--- src/sv/cds_pkg.sv ---
// Shared types, constants and decode functions of the clock display scanner.
package cds_pkg;

  localparam int DIGITS      = 4;
  localparam int MATRIX_ROWS = 8;
  localparam int STORE_DEPTH = 4;
  localparam int NUM_TIMERS  = 4;

  localparam int PERIOD_W    = 16;
  localparam int PATTERN_W   = 64;
  localparam int CFG_IDX_W   = 3;
  localparam int IN_TDATA_W  = 8;
  localparam int OUT_TDATA_W = 48;

  localparam int DIGIT_PTR_W = (DIGITS > 1) ? $clog2(DIGITS) : 1;
  localparam int ROW_PTR_W   = (MATRIX_ROWS > 1) ? $clog2(MATRIX_ROWS) : 1;
  localparam int STORE_IDX_W = $clog2(STORE_DEPTH);

  // Timer slots inside the countdown bank.
  localparam int T_DIGIT  = 0;
  localparam int T_BLINK  = 1;
  localparam int T_SECOND = 2;
  localparam int T_ROW    = 3;

  typedef logic [PERIOD_W-1:0] period_t;
  typedef period_t [NUM_TIMERS-1:0] period_bank_t;
  typedef logic [3:0] bcd_t;

  typedef enum logic [CFG_IDX_W-1:0] {
    CFG_DIGIT_SCAN = 3'd0,
    CFG_BLINK      = 3'd1,
    CFG_SECOND     = 3'd2,
    CFG_ROW_SCAN   = 3'd3,
    CFG_PATTERN    = 3'd4
  } cfg_reg_e;

  localparam period_bank_t RESET_PERIODS = {16'd2, 16'd100, 16'd100, 16'd100};
  localparam logic [PATTERN_W-1:0] RESET_PATTERN = 64'h004242427E42423C;

  localparam logic [4:0] HOUR_RST   = 5'd15;
  localparam logic [5:0] MINUTE_RST = 6'd8;
  localparam logic [5:0] SECOND_RST = 6'd50;
  localparam bcd_t [STORE_DEPTH-1:0] STORE_RST = {4'd4, 4'd3, 4'd2, 4'd1};

  localparam logic [5:0] SEC_LIMIT  = 6'd60;
  localparam logic [5:0] MIN_LIMIT  = 6'd60;
  localparam logic [4:0] HOUR_LIMIT = 5'd24;

  // Which countdowns ran out on this item.
  typedef struct packed {
    logic row;
    logic second;
    logic blink;
    logic digit;
  } expire_t;

  // Result item; the last field sits in the lowest bits.
  typedef struct packed {
    logic [5:0] seconds;
    logic [5:0] minutes;
    logic [4:0] hours;
    logic [7:0] row_columns;
    logic [7:0] row_enables;
    logic       indicator;
    logic [6:0] segments;
    logic [3:0] digit_enables;
  } result_t;

  // Lit segments of a decimal digit, bit 0 is segment a; other codes stay dark.
  function automatic logic [6:0] seg_font(input bcd_t v);
    logic [6:0] pat;
    case (v)
      4'd0:    pat = 7'b0111111;
      4'd1:    pat = 7'b0000110;
      4'd2:    pat = 7'b1011011;
      4'd3:    pat = 7'b1001111;
      4'd4:    pat = 7'b1100110;
      4'd5:    pat = 7'b1101101;
      4'd6:    pat = 7'b1111101;
      4'd7:    pat = 7'b0000111;
      4'd8:    pat = 7'b1111111;
      4'd9:    pat = 7'b1101111;
      default: pat = 7'b0000000;
    endcase
    return pat;
  endfunction

  // Tens digit of a value below sixty.
  function automatic bcd_t tens_of(input logic [5:0] v);
    bcd_t t;
    if (v >= 6'd50)      t = 4'd5;
    else if (v >= 6'd40) t = 4'd4;
    else if (v >= 6'd30) t = 4'd3;
    else if (v >= 6'd20) t = 4'd2;
    else if (v >= 6'd10) t = 4'd1;
    else                 t = 4'd0;
    return t;
  endfunction

  function automatic bcd_t ones_of(input logic [5:0] v);
    logic [5:0] tens_x10;
    tens_x10 = 6'(tens_of(v)) * 6'd10;
    return 4'(v - tens_x10);
  endfunction

endpackage

--- src/sv/cds_countdowns.sv ---
// Bank of four reload countdowns that flag expiry on each tick.
module cds_countdowns import cds_pkg::*; (
  input  logic         clk_i,
  input  logic         rst_ni,
  input  logic         step_i,
  input  period_bank_t periods_i,
  output expire_t      expire_o
);

  period_bank_t cnt_q, cnt_d;
  logic [NUM_TIMERS-1:0] fire;

  always_comb begin
    cnt_d = cnt_q;
    for (int k = 0; k < NUM_TIMERS; k++) begin
      fire[k] = (cnt_q[k] <= period_t'(1));
      if (step_i) begin
        if (fire[k]) begin
          // A zero period behaves as a period of one.
          cnt_d[k] = (periods_i[k] == '0) ? period_t'(1) : periods_i[k];
        end else begin
          cnt_d[k] = cnt_q[k] - period_t'(1);
        end
      end
    end
  end

  assign expire_o.digit  = step_i & fire[T_DIGIT];
  assign expire_o.blink  = step_i & fire[T_BLINK];
  assign expire_o.second = step_i & fire[T_SECOND];
  assign expire_o.row    = step_i & fire[T_ROW];

  always_ff @(posedge clk_i or negedge rst_ni) begin
    if (!rst_ni) begin
      cnt_q <= RESET_PERIODS;
    end else begin
      cnt_q <= cnt_d;
    end
  end

endmodule

--- src/sv/cds_clock_core.sv ---
// Time of day, digit store, digit and row scanners and the indicator level.
module cds_clock_core import cds_pkg::*; (
  input  logic                 clk_i,
  input  logic                 rst_ni,
  input  expire_t              expire_i,
  input  logic [PATTERN_W-1:0] pattern_i,
  output result_t              next_o
);

  logic [4:0] hour_q, hour_d;
  logic [5:0] minute_q, minute_d;
  logic [5:0] second_q, second_d;
  bcd_t [STORE_DEPTH-1:0] store_q, store_d;
  logic [DIGIT_PTR_W-1:0] dptr_q, dptr_d;
  logic [ROW_PTR_W-1:0]   rptr_q, rptr_d;
  logic [3:0] digits_q, digits_d;
  logic [6:0] segs_q, segs_d;
  logic       ind_q, ind_d;
  logic [7:0] rows_q, rows_d;
  logic [7:0] cols_q, cols_d;

  logic [5:0] sec_inc, min_inc;
  logic [4:0] hour_inc;
  logic       sec_wrap, min_wrap;
  bcd_t       cur_digit;
  logic [7:0] row_byte;

  // Clock advance: the wraps cascade from seconds up to hours.
  always_comb begin
    sec_inc  = second_q + 6'd1;
    sec_wrap = (sec_inc >= SEC_LIMIT);
    min_inc  = minute_q + (sec_wrap ? 6'd1 : 6'd0);
    min_wrap = (min_inc >= MIN_LIMIT);
    hour_inc = hour_q + (min_wrap ? 5'd1 : 5'd0);

    second_d = second_q;
    minute_d = minute_q;
    hour_d   = hour_q;
    store_d  = store_q;
    if (expire_i.second) begin
      second_d   = sec_wrap ? 6'd0 : sec_inc;
      minute_d   = min_wrap ? 6'd0 : min_inc;
      hour_d     = (hour_inc >= HOUR_LIMIT) ? 5'd0 : hour_inc;
      store_d[0] = tens_of(6'(hour_d));
      store_d[1] = ones_of(6'(hour_d));
      store_d[2] = tens_of(minute_d);
      store_d[3] = ones_of(minute_d);
    end
  end

  // Digit scan reads the store as it was before this item's clock advance.
  always_comb begin
    cur_digit = store_q[STORE_IDX_W'(dptr_q)];
    digits_d  = digits_q;
    segs_d    = segs_q;
    dptr_d    = dptr_q;
    if (expire_i.digit) begin
      if (32'(dptr_q) < STORE_DEPTH) begin
        digits_d = ~(4'd1 << dptr_q);
        segs_d   = ~seg_font(cur_digit);
      end else begin
        digits_d = '1;
        segs_d   = '1;
      end
      dptr_d = (dptr_q == DIGIT_PTR_W'(DIGITS - 1)) ? '0 : dptr_q + 1'b1;
    end
  end

  always_comb begin
    row_byte = 8'(pattern_i >> {rptr_q, 3'b000});
    rows_d   = rows_q;
    cols_d   = cols_q;
    rptr_d   = rptr_q;
    if (expire_i.row) begin
      rows_d = ~(8'd1 << rptr_q);
      cols_d = ~row_byte;
      rptr_d = (rptr_q == ROW_PTR_W'(MATRIX_ROWS - 1)) ? '0 : rptr_q + 1'b1;
    end
  end

  assign ind_d = ind_q ^ expire_i.blink;

  always_comb begin
    next_o.digit_enables = digits_d;
    next_o.segments      = segs_d;
    next_o.indicator     = ind_d;
    next_o.row_enables   = rows_d;
    next_o.row_columns   = cols_d;
    next_o.hours         = hour_d;
    next_o.minutes       = minute_d;
    next_o.seconds       = second_d;
  end

  always_ff @(posedge clk_i or negedge rst_ni) begin
    if (!rst_ni) begin
      hour_q   <= HOUR_RST;
      minute_q <= MINUTE_RST;
      second_q <= SECOND_RST;
      store_q  <= STORE_RST;
      dptr_q   <= '0;
      rptr_q   <= '0;
      digits_q <= '0;
      segs_q   <= '0;
      ind_q    <= 1'b1;
      rows_q   <= '0;
      cols_q   <= '0;
    end else begin
      hour_q   <= hour_d;
      minute_q <= minute_d;
      second_q <= second_d;
      store_q  <= store_d;
      dptr_q   <= dptr_d;
      rptr_q   <= rptr_d;
      digits_q <= digits_d;
      segs_q   <= segs_d;
      ind_q    <= ind_d;
      rows_q   <= rows_d;
      cols_q   <= cols_d;
    end
  end

endmodule

--- src/sv/clock_display_scanner.sv ---
// Top level of the multiplexed seven-segment clock with LED matrix scanner.
//
//   Channel  Direction  Payload                                     Handshake
//   s_axis   in         tdata[0] tick, [7:1] zero                   tvalid/tready
//   m_axis   out        tdata[44:0] display and time fields         tvalid/tready
//   cfg      in         cfg_index_i selects period or pattern       cfg_we_i, no wait
//
// An item passes an input register and then a result register; one item can be accepted
// every cycle while the output is not stalled.
// The countdowns, clock and scanners update when the item leaves the input register.
// Reset loads the default periods and pattern and the time 15:08:50.
// While the result register is stalled, the input register still takes one item.
module clock_display_scanner import cds_pkg::*; (
  input  logic                   clk_i,
  input  logic                   rst_ni,
  input  logic                   s_axis_tvalid_i,
  output logic                   s_axis_tready_o,
  // [0] tick, [7:1] zero
  input  logic [IN_TDATA_W-1:0]  s_axis_tdata_i,
  output logic                   m_axis_tvalid_o,
  input  logic                   m_axis_tready_i,
  // [3:0] digit_enables, [10:4] segments, [11] indicator, [19:12] row_enables,
  // [27:20] row_columns, [32:28] hours, [38:33] minutes, [44:39] seconds, rest zero
  output logic [OUT_TDATA_W-1:0] m_axis_tdata_o,
  input  logic                   cfg_we_i,
  input  logic [CFG_IDX_W-1:0]   cfg_index_i,
  input  logic [PATTERN_W-1:0]   cfg_wdata_i
);

  period_bank_t         periods_q;
  logic [PATTERN_W-1:0] pattern_q;

  logic    in_valid_q, in_tick_q;
  logic    out_valid_q;
  result_t res_q;
  logic    in_accept, advance;
  expire_t expire;
  result_t res_next;

  assign advance         = in_valid_q && (!out_valid_q || m_axis_tready_i);
  assign s_axis_tready_o = !in_valid_q || advance;
  assign in_accept       = s_axis_tvalid_i && s_axis_tready_o;

  always_ff @(posedge clk_i or negedge rst_ni) begin
    if (!rst_ni) begin
      periods_q <= RESET_PERIODS;
      pattern_q <= RESET_PATTERN;
    end else if (cfg_we_i) begin
      unique case (cfg_index_i)
        CFG_DIGIT_SCAN: periods_q[T_DIGIT]  <= cfg_wdata_i[PERIOD_W-1:0];
        CFG_BLINK:      periods_q[T_BLINK]  <= cfg_wdata_i[PERIOD_W-1:0];
        CFG_SECOND:     periods_q[T_SECOND] <= cfg_wdata_i[PERIOD_W-1:0];
        CFG_ROW_SCAN:   periods_q[T_ROW]    <= cfg_wdata_i[PERIOD_W-1:0];
        CFG_PATTERN:    pattern_q           <= cfg_wdata_i;
        default:        ;
      endcase
    end
  end

  cds_countdowns u_countdowns (
    .clk_i     (clk_i),
    .rst_ni    (rst_ni),
    .step_i    (advance && in_tick_q),
    .periods_i (periods_q),
    .expire_o  (expire)
  );

  cds_clock_core u_core (
    .clk_i     (clk_i),
    .rst_ni    (rst_ni),
    .expire_i  (expire),
    .pattern_i (pattern_q),
    .next_o    (res_next)
  );

  always_ff @(posedge clk_i or negedge rst_ni) begin
    if (!rst_ni) begin
      in_valid_q  <= 1'b0;
      out_valid_q <= 1'b0;
    end else begin
      if (in_accept) begin
        in_valid_q <= 1'b1;
      end else if (advance) begin
        in_valid_q <= 1'b0;
      end
      if (advance) begin
        out_valid_q <= 1'b1;
      end else if (m_axis_tready_i) begin
        out_valid_q <= 1'b0;
      end
    end
  end

  always_ff @(posedge clk_i) begin
    if (in_accept) begin
      in_tick_q <= s_axis_tdata_i[0];
    end
    if (advance) begin
      res_q <= res_next;
    end
  end

  assign m_axis_tvalid_o = out_valid_q;
  assign m_axis_tdata_o  = {(OUT_TDATA_W - $bits(result_t))'(0), res_q};

`ifndef NO_ASSERTIONS
  // The displayed time never leaves its range.
  a_time_range: assert property (@(posedge clk_i) disable iff (!rst_ni)
    out_valid_q |-> (res_q.hours < HOUR_LIMIT) && (res_q.minutes < MIN_LIMIT) &&
                    (res_q.seconds < SEC_LIMIT))
    else $error("time field out of range");

  // A held input item keeps its tick until it moves on.
  a_in_hold: assert property (@(posedge clk_i) disable iff (!rst_ni)
    in_valid_q && !advance |=> in_valid_q && $stable(in_tick_q))
    else $error("input register lost a stalled item");

  // With both registers full and the output stalled, no item may enter.
  a_full_block: assert property (@(posedge clk_i) disable iff (!rst_ni)
    in_valid_q && out_valid_q && !m_axis_tready_i |-> !s_axis_tready_o)
    else $error("item accepted while pipeline full");

  // Countdowns only expire on a tick that moves into the result register.
  a_expire_step: assert property (@(posedge clk_i) disable iff (!rst_ni)
    (expire.digit || expire.blink || expire.second || expire.row) |-> advance && in_tick_q)
    else $error("countdown expired without a tick");
`endif

endmodule

--- config.mk ---
export PLATFORM = sky130hd
export DESIGN_NAME = clock_display_scanner
export DESIGN_NICKNAME = d
export VERILOG_FILES = /design/src/sv/cds_pkg.sv /design/src/sv/cds_countdowns.sv /design/src/sv/cds_clock_core.sv /design/src/sv/clock_display_scanner.sv
export SDC_FILE = /design/constraint.sdc
export NUM_CORES = 1
export LEC_CHECK = 0
export BUFFER_PORTS_ARGS = -buffer_cell sky130_fd_sc_hd__buf_4
export CORE_MARGIN = 4
export CORE_UTILIZATION = 50
export CTS_CLUSTER_DIAMETER = 120
export DETAILED_ROUTE_END_ITERATION = 8
export MAX_ROUTING_LAYER = met4
export PLACE_DENSITY = 0.69
export SKIP_CTS_REPAIR_TIMING = 1
export SYNTH_ARGS = -nofsm -noshare
export SYNTH_HDL_FRONTEND = slang
export SYNTH_SLANG_ARGS = --single-unit
--- constraint.sdc ---
create_clock -name clk_i -period 14.04 [get_ports clk_i]
set_input_delay 4.212 -clock clk_i [delete_from_list [all_inputs] [get_ports clk_i]]
set_output_delay 4.212 -clock clk_i [all_outputs]
set_load 0.03 [all_outputs]
Yosys cells after proc, flatten, opt, wreduce, memory -nomap -nowiden

Memories as Yosys holds them, arrays and structs flattened.
Cells that the tools add are included.

Register bits: 306
Latch bits: 0
Bits in read-only memories: 112
Memories: 1
Output and inout bits: 50
Input bits: 80
Logic and storage cells: 144
RAM bits: 0

Muxes and demuxes: 41
Bitwise operators: 9
Reduce and logical (&&, ||, !) cells: 19
Equal/unequal tests: 6
Magnitude comparators: 18
Multiply operators: 2
Shift-type cells: 3
Div/mod/pow operators: 0
Add/subtract/negate cells: 11

Memories:

| memory           | depth | bits a word | rd ports | clocked after memory_dff | wr ports | RTL line      | source |
|---|---|---|---|---|---|---|---|
| (name not given) | 16    | 7           | 1        | 0                        | 0        | cds_pkg.sv:72 | `case (v)` |

Operators with widths:

| kind                                                               | count |
|---|---|
| 2-to-1 mux 16 bit                                                  | 8 |
| less-or-equal comparator 16 x 1 -> 1 bit (second input constant)   | 4 |
| logical NOT 16 bit                                                 | 4 |
| >> shifter 64 x 6 -> 8 bit                                         | 1 |
| subtractor 16 x 1 -> 16 bit (second input constant)                | 4 |
| 2-to-1 mux 4 bit                                                   | 12 |
| greater-or-equal comparator 6 bit (second input constant)          | 4 |
| 2-to-1 mux 6 bit                                                   | 4 |
| 2-to-1 mux 8 bit                                                   | 2 |
| NOT 8 bit                                                          | 2 |
| greater-or-equal comparator 5 bit (second input constant)          | 3 |
| 2-to-1 mux 7 bit                                                   | 2 |
| greater-or-equal comparator 5 x 6 -> 1 bit (second input constant) | 2 |
| greater-or-equal comparator 6 x 5 -> 1 bit (second input constant) | 2 |
| 2-to-1 mux 5 bit                                                   | 2 |
| AND reduction 2 bit                                                | 5 |
| binary-select mux 4 bit (select 2 bit)                             | 1 |
| multiplier 4 x 3 -> 3 bit (second input constant)                  | 2 |
| 2-to-1 mux 1 bit                                                   | 8 |
| left shift 1 x 3 -> 8 bit (first input constant)                   | 1 |
| subtractor 4 bit                                                   | 2 |
| NOT 7 bit                                                          | 1 |
| adder 6 x 1 -> 6 bit (second input constant)                       | 1 |
| adder 6 bit                                                        | 1 |
| 21 further kinds                                                   | 31 |

Longest topological paths before layout

Gate-level depths: netlist of run 1.

Depth after elaboration: 18
Gate-level depth with buffers: 25
Gate-level depth less buffers: 24

Cells and area by module

From an unflattened synthesis of run 1, not the netlist that was laid out.

Cell total of the unflattened synthesis: 1,249
Area, all modules: 15,117.0 µm²

Modules (own cells, without submodules):

| module                | area each (µm²) | seq. area each (µm²) | cells an instance | instances |
|---|---|---|---|---|
| clock_display_scanner | 6,693.9         | 4,672.0              | 333               | 1 |
| cds_clock_core        | 4,232.8         | 1,594.0              | 414               | 1 |
| cds_countdowns        | 4,190.3         | 1,614.0              | 502               | 1 |

Worst setup path before layout of run 1

No wires, ideal clock.

Kind: input to output
From: input port m_axis_tready_i
To: output port s_axis_tready_o
Buffers on the path: 0
Arrival: 4.558 ns
Setup slack: 5.270 ns
Cell stages on the path: 1
Data required time: 9.828 ns
Path through: nand3b_1

Word-level cells in the longest chain between the ends: 3

Ends and longest elaborated chain:

| item              | RTL line                    | source |
|---|---|---|
| start, declared   | clock_display_scanner.sv:21 | `input logic m_axis_tready_i,` |
| logical OR 1 bit  | clock_display_scanner.sv:40 | `assign advance = in_valid_q && (!out_valid_q \|\| m_axis_tready_i);` |
| logical AND 1 bit | clock_display_scanner.sv:40 |  |
| logical OR 1 bit  | clock_display_scanner.sv:41 | `assign s_axis_tready_o = !in_valid_q \|\| advance;` |
| end, declared     | clock_display_scanner.sv:17 | `output logic s_axis_tready_o,` |

Every way passes these cells.

Final worst setup path of run 1

Ends and elaborated chain as after synthesis.

==> results of run 1 <==
worst paths after layout:
check	from	slack (ps)	to
max in group asynchronous	rst_ni	7970	pattern_q[37]
worst max register to register	u_core.second_q[1]	8240	u_core.store_q[7]
worst max-delay path	m_axis_tready_i	5140	s_axis_tready_o
min in group asynchronous	rst_ni	3660	periods_q[59]
worst min-delay path	u_core.segs_q[4]	470	u_core.segs_q[4]
worst min register to register	u_core.segs_q[4]	470	u_core.segs_q[4]
state kept, by name, summed over array words and instances, names as in the netlist:
name / cells
periods_q: 64
u_core.store_q: 13
in_tick_q: 1
u_core.rptr_q: 3
pattern_q: 64
u_countdowns.cnt_q: 64
m_axis_tdata_o: 45
u_core.rows_q: 8
u_core.second_q: 6
u_core.ind_q: 1
u_core.digits_q: 4
in_valid_q: 1
m_axis_tvalid_o: 1
u_core.cols_q: 8
u_core.minute_q: 6
u_core.dptr_q: 2
u_core.segs_q: 7
u_core.hour_q: 5
cells in the final DEF, fill, tap and decap left out, drive strengths merged, types with 4 or more instances in the layout:
cell type | synthesis | routed
clkbuf | 56 | 44
and3 | 5 | 5
inv | 32 | 33
nand3b | 4 | 4
xor2 | 4 | 4
nor2 | 99 | 99
mux2 | 134 | 134
nor3 | 32 | 32
a21o | 6 | 6
or2 | 4 | 4
xnor2 | 8 | 8
dfstp | 54 | 54
or4 | 10 | 10
a22oi | 20 | 20
nor2b | 9 | 9
o22ai | 7 | 7
o211ai | 5 | 5
nand4 | 4 | 4
o21ai | 140 | 140
mux4 | 18 | 18
nor4 | 26 | 26
edfxtp | 46 | 46
nand2b | 10 | 10
nand2 | 107 | 107
nand3 | 26 | 26
buf | 19 | 128
or3 | 12 | 12
a221oi | 4 | 4
o41ai | 4 | 4
clkinv | 0 | 10
dfrtp | 203 | 203
a32oi | 4 | 4
o31ai | 24 | 24
a21oi | 66 | 66
and2 | 6 | 6
a31oi | 14 | 14
ha | 31 | 31
metrics by stage:
step | setup slack, ps | cells | instance area (um2) | util
finish | 5140 | 1772 | 16600 | 0.591
global route | 5130 | 1772 | 16600 | 0.591
CTS | 5140 | 1772 | 16600 | 0.591
detailed placement | 5140 | 1714 | 15500 | 0.554
global placement | 5150 | 1714 | 15500 | 0.554
floorplan | 5270 | 1283 | 14400 | -
report_power, final:
| part | switching [mW] | internal [mW] | total [mW] |
|---|---|---|---|
| combinational | 0.281 | 0.240 | 0.521 |
| clock | 0.339 | 0.485 | 0.824 |
| sequential | 0.150 | 1.10 | 1.25 |
layout make-up:
cell class	instances	area, um2	area share
inverters	32	120	0.00725
clock inverters	14	136	0.00823
repair buffers	128	968	0.0585
flip-flops and latches	303	7880	0.476
clock buffers	44	905	0.0546
well taps	378	473	0.0285
multi-input cells	873	6080	0.367
worst max-delay path, cell delays in order:
cell,delay [ps]
buf_4,110
nand3b_1,180
buf_4,190
logic make-up after synthesis:
kind of cell,Yosys count,share of synthesized area
buf+inv,107,0.0308
compound gates,311,0.127
simple gates,361,0.122
other cells,1,0.000261
xor+xnor,12,0.00732
mux,154,0.135
flops,303,0.549
fa+ha+maj,32,0.0284
routing by layer:
metal  GRT usage  up-vias  share of wire
li1            -     4862              -
met1       0.287     5101           0.45
met2       0.344      264           0.49
met3      0.0300       43          0.048
met4      0.0442        0          0.019
met5           -        -              0
==> summary.md, run 1 <==
| Metric | Value |
|---|---|
| Share of post-route cells with drive strength above 1 | `0.288` |
| Post-DR wirelength/cell | `18.0 um` |
| Congestion Overflow GR | `0` |
| Detailed Route Iter0 Violations | `between 600 and 700` |
| Vias in the first global route | `10100` |
| ANT cells | `0` |
| # port buffers | `around 120` |
| RSZ-0062 raised after global routing | `false` |
| Critical path endpoint category | `primary output` |
| Starting density of the core | `0.512` |
| Cell taking the most area after synthesis | `dfrtp_1` |
| Power, Total | `around 2.6 mW` |
| Final Skew | `23.6 ps` |
| Rows | `61` |
| DRC | `0` |
| Insertion delay to the later sink of the worst-skew pair | `approximately 570 ps` |
| Vias | `about 10000` |
| Drt first pass iters | `5` |
| Netlist Area Pre-Place | `around 14000 um2` |
| Clock slew at reported path FFs | `60 ps` |
| Share of the synthesized area in the top cell type | `0.354` |
| First-pass GRT wire length | `between 50 and 60 mm` |
| Sum Neg Setup Slack | `0 ps` |
| Filler cells | `between 2000 and 2500` |
| Final #Nets | `between 1000 and 1500` |
| Power Density | `around 160 nW/um2` |
| Horiz. Die Dim | `177 um` |
| Leakage | `~6.9 nW` |
| Slew @ Worst Pin | `1220 ps` |
| Die height | `roughly 180 um` |
| Syn-to-layout area delta | `15.5%` |
| Hold Vio Cnt, Final | `0` |
| Commonest cells post-synth | `203 x dfrtp_1, 134 x mux2_2, 125 x o21ai_0, 106 x nand2_1, 96 x nor2_1` |
| H-tree Lvls | `1` |
| Slew Limit Headroom | `0.182` |
| Hold Path Class | `flop to flop` |
| CTS tree | `built` |
| Clock Tree Root | `clkbuf_16` |
| Post-route antenna net violation count | `0` |
| Status | `complete, no violations` |
| Yosys cell types | `66` |
| Asr flop ratio synth | `0.848` |
| Sink Count | `303` |
| Synthesized netlist cell count | `roughly 1300` |
| Num ports | `130` |
| Post-Syn Area per Cell | `11.2 um2` |
| CP Class | `primary input to primary output` |
| Via density | `5.80` |
| VDD IR max | `about 140 uV` |
| Tmin final | `between 8000 and 9000 ps` |
| Most used DFF post-synth | `dfrtp_1` |
| Hold Path Stages | `1` |
| CP arrival | `roughly 4700 ps` |
| YS warnings | `0` |
| Seq/Total Area, Yosys | `0.549` |
| Final WL | `about 32 mm` |
| GRT Overall Usage | `0.211` |
| Number of flops mapped to enable cells by yosys | `46` |
| Seq cells post-synth | `between 300 and 400` |
| Full die area | `31500 um2` |
| Finish-stage setup viols | `0` |
| GPL Wtd Cong | `between 0.8 and 0.9` |
| Count leader, synth | `dfrtp_1` |
| Num CTS Buffers | `31` |
| Top post-synthesis cells by area | `dfrtp_1 35%, mux2_2 11%, dfstp_2 9.9%, edfxtp_1 9.6%, o21ai_0 4.4%` |
| Worst EP required | `9830 ps` |
| Worst Reg-to-Reg Cells | `24` |
| Largest net degree at the start of global routing | `just under 100` |
| Clock Path Buffers | `3` |
| Hold Slack | `roughly 470 ps` |
| Antenna violations before repair | `0` |
| Worst-path fanout max | `3` |
| Core area | `approximately 28000 um2` |
| Max Cap Violations | `0` |
| FMAX | `around 0.11 GHz` |
| CP Launch Type | `primary input` |
| Fin. max-slew vios | `0` |
| Final period utilization | `0.634` |
| DPL Wire Length | `approximately 21 mm` |
(Power assumes the default switching activity.)
==> run 2, diff against run 1 <==
Clock period 14.04 ns to 8.7 ns, I/O delays scaled along.
==> summary.md, run 2 (synthesized netlist as in run 1, its figures left out) <==
| Metric | Value |
|---|---|
| Tmin final | `~5800 ps` |
| RR Startpoint | `u_core.second_q[1] (unchanged)` |
| Final worst setup slack | `2930 ps (was 5140 ps)` |
| Slew Limit Headroom | `0.202 (was 0.182)` |
| DRC | `0 (unchanged)` |
| ANT cells | `0 (unchanged)` |
| Syn-to-layout area delta | `16.2% (was 15.5%)` |
| Die height | `177 um (unchanged)` |
| Hold Path Class | `flop to flop (unchanged)` |
| Starting density of the core | `0.512 (unchanged)` |
| Critical path endpoint category | `flop (was primary output)` |
| Most common cell after layout, fill and taps aside | `dfrtp_1 (unchanged)` |
| Worst-path fanout max | `27 (was 3)` |
| First-pass GRT wire length | `51.9 mm (was 52.9 mm)` |
| Pre-CTS WS | `2990 ps (was 5140 ps)` |
| Insertion delay to the later sink of the worst-skew pair | `520 ps (was 570 ps)` |
| Full die area | `31500 um2 (unchanged)` |
| DPL Wire Length | `21.1 mm (was 21.3 mm)` |
| Worst Hold End | `u_core.segs_q[0] (was u_core.segs_q[4])` |
| # port buffers | `119 (unchanged)` |
| CP Launch Type | `flop (was primary input)` |
| Slew @ Worst Pin | `1190 ps (was 1220 ps)` |
| Flop2flop setup slack | `2930 ps (was 8240 ps)` |
| Power, Total | `4.31 mW (was 2.59 mW)` |
| Core area | `28000 um2 (unchanged)` |
| Finished Layout Cells | `1775 (was 1772)` |
| R2R Path End | `u_core.store_q[7] (unchanged)` |
| Num ports | `130 (unchanged)` |
| Cells after DPL | `1714 (unchanged)` |
| Congestion Overflow GR | `0 (unchanged)` |
| Worst EP required | `9070 ps (was 9830 ps)` |
| Sum Neg Setup Slack | `0 ps (unchanged)` |
| Via density | `5.76 (was 5.80)` |
| Power Density | `259 nW/um2 (was 156 nW/um2)` |
| Hold Vio Cnt, Final | `0 (unchanged)` |
| Max Cap Violations | `0 (unchanged)` |
| Register Area | `7880 um2 (unchanged)` |
| Clock slew at reported path FFs | `60 ps (about the same)` |
| Post-DR wirelength/cell | `18.0 um (about the same)` |
| Hold wc startpoint | `u_core.segs_q[0] (was u_core.segs_q[4])` |
| Post-route antenna net violation count | `0 (unchanged)` |
| Final period utilization | `0.664` |
| RSZ-0062 raised after global routing | `false (unchanged)` |
| Worst Reg-to-Reg Cells | `24 (unchanged)` |
| CP Class | `flop to flop (was primary input to primary output)` |
| GRT Overall Usage | `0.208 (was 0.211)` |
| Num CTS Buffers | `34 (was 31)` |
| GPL Wtd Cong | `0.882 (was 0.867)` |
| CTS tree | `built (unchanged)` |
| Detailed Route Iter0 Violations | `830 (was 661)` |
| Share of post-route cells with drive strength above 1 | `0.291 (was 0.288)` |
| CP arrival | `6140 ps (was 4680 ps)` |
| Area of the multi-input gates | `6080 um2 (unchanged)` |
| Status | `complete, no violations (unchanged)` |
| Drt first pass iters | `5 (unchanged)` |
| FMAX | `roughly 0.17 GHz` |
| Filler cells | `2319 (was 2356)` |
| Sink Count | `303 (unchanged)` |
| Hold Slack | `472 ps (about the same)` |
| Finish-stage setup viols | `0 (unchanged)` |
| Regs by FF count | `pattern_q x64, periods_q x64, u_countdowns.cnt_q x64 (unchanged)` |
| Hold Path Stages | `1 (unchanged)` |
| Antenna violations before repair | `0 (unchanged)` |
| Fin. max-slew vios | `0 (unchanged)` |
| Horiz. Die Dim | `177 um (unchanged)` |
| Final #Nets | `1484 (was 1481)` |
| Clock Tree Root | `clkbuf_16 (unchanged)` |
| Rows | `61 (unchanged)` |
| Most frequent cells in the layout | `203 x dfrtp_1, 134 x mux2_2, 127 x buf_4 (unchanged)` |
| Final WL | `31.9 mm (was 32.0 mm)` |
| VDD IR max | `186 uV (was 137 uV)` |
| Largest net degree at the start of global routing | `120 (was 98)` |
| H-tree Lvls | `2 (was 1)` |
| Clock Path Buffers | `3 (unchanged)` |
| Vias in the first global route | `9950 (was 10100)` |
| Vias | `10200 (was 10300)` |
| Leakage | `6.93 nW (was 6.87 nW)` |
| Final Skew | `17.7 ps (was 23.6 ps)` |
[run 2: cell count changes in the layout (fill, tap and decap cells not counted)]
cell,previous run,this run
bufinv_16,2,4
clkbuf_16,31,35
clkbuf_1,5,2
inv_6,0,1
clkinv_1,4,5
clkbuf_8,8,3
clkinvlp_4,1,0
clkinv_4,1,2
clkinv_2,5,8
[run 2: cell type report]
type	count	area share
multi-input combinational	873	0.365
sequential	303	0.473
tap	378	0.0284
clock inverter	21	0.0135
inverter	32	0.00720
clock buffer	40	0.0555
timing repair buffer	128	0.0581
[run 2: routing by layer]
metal / up-vias / share of wire / GRT usage
li1: 4868 / - / -
met4: 0 / 0.024 / 0.0612
met3: 48 / 0.055 / 0.0375
met1: 5048 / 0.45 / 0.283
met2: 264 / 0.47 / 0.325
met5: - / 0 / -
[run 2: stage by stage]
step | area [um2] | util
global route | 16700 | 0.595
CTS | 16700 | 0.595
global placement | 15500 | 0.554
finish | 16700 | 0.595
detailed placement | 15500 | 0.554
floorplan | 14400 | -
[run 2: power breakdown]
part | switching, mW | leakage, nW | internal (mW)
Clock | 0.577 | 0.573 | 0.885
Combinational | 0.457 | 2.76 | 0.388
Sequential | 0.239 | 3.59 | 1.77
[run 2: critical path, cell delays in order, from the launching register on]
cell and delay (ps):
dfstp_2 560, ha_1 240, xor2_1 180, nand3_1 130
nor2_1 350, ha_1 340, ha_1 740, nand2b_1 230
o21ai_0 130, a21o_1 160, nand3_1 180, inv_1 210
ha_1 190, ha_1 220, nand3_1 180, xnor2_1 200
nand2b_1 210, o22ai_1 260, ha_1 180, inv_1 40
ha_1 200, a221oi_1 220, nor3_1 80, nor2_1 120
a21oi_1 70
[run 2: worst max-delay path by stage]
stage | start | to | slack (ps) | depth (start not counted)
CTS | u_core.second_q[1] | u_core.store_q[7] | 2950 | 24
global route | u_core.second_q[1] | u_core.store_q[7] | 2350 | 24
detailed placement | m_axis_tready_i | s_axis_tready_o | 2990 | 3
floorplan | m_axis_tready_i | s_axis_tready_o | 3130 | 1
global placement | m_axis_tready_i | s_axis_tready_o | 3020 | 3
finish | u_core.second_q[1] | u_core.store_q[7] | 2930 | 24
